## src/rtl/bbc_ram.sv

```systemverilog
// Generic simple dual-port RAM: one write port, one read port, registered read.
// No dependencies; holds the bracket stack.
`default_nettype none

module bbc_ram #(
  parameter int WIDTH = 2,
  parameter int DEPTH = 128
) (
  input  wire logic                                  clk,
  input  wire logic                                  we,
  input  wire logic [(DEPTH > 1 ? $clog2(DEPTH) : 1)-1:0] waddr,
  input  wire logic [WIDTH-1:0]                      wdata,
  input  wire logic                                  re,
  input  wire logic [(DEPTH > 1 ? $clog2(DEPTH) : 1)-1:0] raddr,
  output logic      [WIDTH-1:0]                      rdata
);

  logic [WIDTH-1:0] mem [DEPTH];

  always_ff @(posedge clk) begin
    if (we) begin
      mem[waddr] <= wdata;
    end
    if (re) begin
      rdata <= mem[raddr];
    end
  end

endmodule

`default_nettype wire

```

## config.mk

```make
export PLATFORM = sky130hd
export DESIGN_NAME = bbc_ram
export DESIGN_NICKNAME = d
export VERILOG_FILES = /design/src/rtl/bbc_ram.sv
export SDC_FILE = /design/constraint.sdc
export NUM_CORES = 1
export LEC_CHECK = 0
export ABC_CLOCK_PERIOD_IN_PS = 7100
export BUFFER_PORTS_ARGS = -buffer_cell sky130_fd_sc_hd__buf_2
export CORE_ASPECT_RATIO = 0.9
export CORE_UTILIZATION = 55
export CTS_BUF_LIST = sky130_fd_sc_hd__clkbuf_8
export DETAILED_ROUTE_END_ITERATION = 7
export HOLD_SLACK_MARGIN = 0.12
export PLACE_DENSITY_LB_ADDON = 0.25
export REMOVE_ABC_BUFFERS = 1
export SYNTH_ARGS = -nofsm -noshare
export SYNTH_HDL_FRONTEND = slang
export SYNTH_SLANG_ARGS = --single-unit
```

## constraint.sdc

```tcl
create_clock -name clk -period 7.1 [get_ports clk]
set_clock_uncertainty 0.05 [all_clocks]
set_input_delay 0.71 -clock clk [delete_from_list [all_inputs] [get_ports clk]]
set_output_delay 0.71 -clock clk [all_outputs]
set_load 0.01 [all_outputs]
```

==> results.yml <==
route:
  wl_um: 22000
  post_drt_wl_per_cell_um: 24.0
  vias: 5683
  first_pass_iters: 5
  antenna_left: 0
  drtIter0Drc: 513
  drc: 0
  avgViaCountPerCell: 6.19
setup_path:
  worstSetupEndpointType: "register"
  worstPathRequired_ns: 7.31
  r2r_slack_ns: 4.63
  regToRegStartpoint: "mem[55][0]$_DFFE_PP_"
  cpPeakStageDelay_ns: 0.57
  crit_type: "input pin to register"
  r2r_end: "rdata[0]$_DFFE_PP_"
  worstSetupStartpointType: "input pin"
  r2r_cells: 5
  crit_chain: "buf_4, buf_4, mux4_2, mux4_2, o22ai_1, nor3_1, or4_1"
  crit_slowest_cell: "mux4_2"
  worst_ep_arrival_time_ns: 3.65
  crit_fanout: 33
place:
  gp_congestion: 0.771
  portBuffers: 20
  place_area_mm2: 0.0109
  dp.final_hpwl_um: 12900
  dpl_worst_slack_ns: 3.06
timing:
  relSlewSlack_pct: 14.8
  finalSetupViolCount: 0
  worst_pin_slew_ns: 1.27
  drv_slew: 0
  min_period_over_period_pct: 48.5
  fin_ws_ns: 3.66
  fmax_mhz: 291
  fin_hold_ws_ns: 0.395
  rsz0062_at_grt: "no"
  hold_viol: 0
  min_period_ns: 3.44
  setup_tns_ns: 0
clocking:
  clkTransAtPathRegs_ns: 0.05
  clock-sinks: 258
  cts_buffer_depth: 3
  clockRootBuffer: "clkbuf_8"
  cts_made_buffers: 42
  cts_hold_buf: 0
  postCtsSetupRepairBufs: 0
  post_cts_resize_count: 0
  clk_latency_ns: 0.53
  cts_max_level: 2
  cts_tree: "done"
synthesis:
  synth_warnings: 0
  synthesis.area_mm2: 0.0106
  synth_area_per_cell_um2: 17.4
  synth_seq_area_share_pct: 72.9
  synth.distinct_cells: 24
  syn-instance-count: 611
  ys_ff_latch: 258
pwr:
  peakVddDrop_v: 0.000169
  p_leak_nw: 3.68
  p_per_area_mw_per_mm2: 261
final_layout:
  fin_nets: 663
  final_layout_size_suffix_gt1_share_pct: 20.4
  final_cell_area_mm2: 0.0117
  antennaDiodeCount: 0
  seq_area_mm2: 0.00775
  n_fill_cell: 1319
  area_growth_pct: 9.87
  multi_input_area_mm2: 0.00270
global_routing:
  first_global_vias: 5919
  grt_pass1_wl_um: 33600
  track_usage_pct: 23.3
  grt_max_degree: 129
  antenna_found_initial: 0
  grt-ovfl-total: 0
min_path:
  hold_depth: 1
  hold_start: "re"
  hold_end: "rdata[0]$_DFFE_PP_"
  hold_class: "input pin to register"
floorplanning:
  dieArea_mm2: 0.0199
  num_rows: 47
  start_util_pct: 57.0
  num_io_pins: 21
  dieWidth_um: 149
  dieHeight_um: 134
  core_area_mm2: 0.0186
run:
  drv_cap: 0
run_status:
  outcome: "finished clean"
==> power breakdown <==
part / internal (W) / total, W / switching [W]
combinational: 0.0000576 / 0.000158 / 0.000100
sequential: 0.00168 / 0.00169 / 0.00000216
clock: 0.000655 / 0.00121 / 0.000550
==> Yosys cell counts <==
| cell type | instances | area share (%) |
|---|---|---|
| a21oi_1 | 8 | 0.38 |
| a22oi_1 | 16 | 1.1 |
| and2_1 | 1 | 0.059 |
| buf_1 | 5 | 0.18 |
| buf_12 | 1 | 0.19 |
| buf_2 | 6 | 0.28 |
| buf_6 | 3 | 0.32 |
| clkbuf_1 | 21 | 0.74 |
| edfxtp_1 | 258 | 73 |
| mux2_2 | 8 | 0.85 |
| mux2i_1 | 32 | 3.0 |
| mux4_1 | 5 | 1.2 |
| mux4_2 | 51 | 11 |
| nand2_1 | 16 | 0.56 |
| nand2b_1 | 5 | 0.29 |
| nand3_1 | 12 | 0.56 |
| nand4_1 | 3 | 0.18 |
| nor2_1 | 123 | 4.3 |
| nor2b_1 | 9 | 0.53 |
| nor3_1 | 15 | 0.71 |
| nor4_1 | 2 | 0.12 |
| o22ai_1 | 8 | 0.47 |
| or3_1 | 1 | 0.059 |
| or4_1 | 2 | 0.14 |
==> logic make-up after synthesis <==
family | share of synthesized area [%]
flops | 72.9
mux | 15.9
simple gates | 7.55
compound gates | 1.98
buf+inv | 1.71
==> state kept, by name (all words and copies together) (netlist names) <==
register  cells
rdata         2
mem         256
==> how the worst max path moves through the flow <==
stage | startpoint | to | slack [ns] | cells past startpoint
floorplan | raddr[0] | rdata[1]$_DFFE_PP_ | 4.44 | 5
global placement | raddr[0] | rdata[1]$_DFFE_PP_ | 3.14 | 7
detailed placement | raddr[0] | rdata[0]$_DFFE_PP_ | 3.06 | 7
CTS | raddr[0] | rdata[0]$_DFFE_PP_ | 3.63 | 7
global route | raddr[0] | rdata[1]$_DFFE_PP_ | 3.48 | 7
finish | raddr[0] | rdata[0]$_DFFE_PP_ | 3.66 | 7
==> layout make-up <==
| cell class | instances | share of cell area, % |
|---|---|---|
| flip-flops and latches | 258 | 66.3 |
| repair buffers | 25 | 1.20 |
| clock buffers | 45 | 5.30 |
| well taps | 245 | 2.62 |
| multi-input cells | 317 | 23.1 |
| clock inverters | 28 | 1.41 |
==> worst max-delay path, delay by kind of cell <==
kind            cells  cell delay (ns)
compound gates      1             0.26
buf+inv             2             1.04
mux                 2             1.07
simple gates        2             0.54
==> placed cells by master, fill, tap and decap left out, types with 6 or more instances in the layout <==
cell / Yosys / final
a21oi_1: 8 / 8
a22oi_1: 16 / 16
buf_2: 6 / 19
buf_4: 0 / 6
clkbuf_8: 0 / 45
clkinv_1: 0 / 11
clkinv_2: 0 / 6
edfxtp_1: 258 / 258
inv_1: 0 / 9
mux2_2: 8 / 8
mux2i_1: 32 / 32
mux4_2: 51 / 51
nand2_1: 16 / 16
nand3_1: 12 / 12
nor2_1: 123 / 123
nor2b_1: 9 / 9
nor3_1: 15 / 15
o22ai_1: 8 / 8
==> metrics by stage <==
step / total power [W] / cells / util, %
finish: 0.00305 / 918 / 62.7
detailed placement: 0.00188 / 845 / 58.5
floorplan: 0.00179 / 575 / -
global route: 0.00314 / 918 / 62.7
global placement: 0.00187 / 845 / 58.5
CTS: 0.00307 / 918 / 62.7
==> metal layers <==
metal	global-route usage, %	part of all wire (%)
met1	33.7	42
met2	36.1	48
met3	4.08	8.2
met4	8.30	2.1
met5	0	0
(Power assumes the default switching activity.)
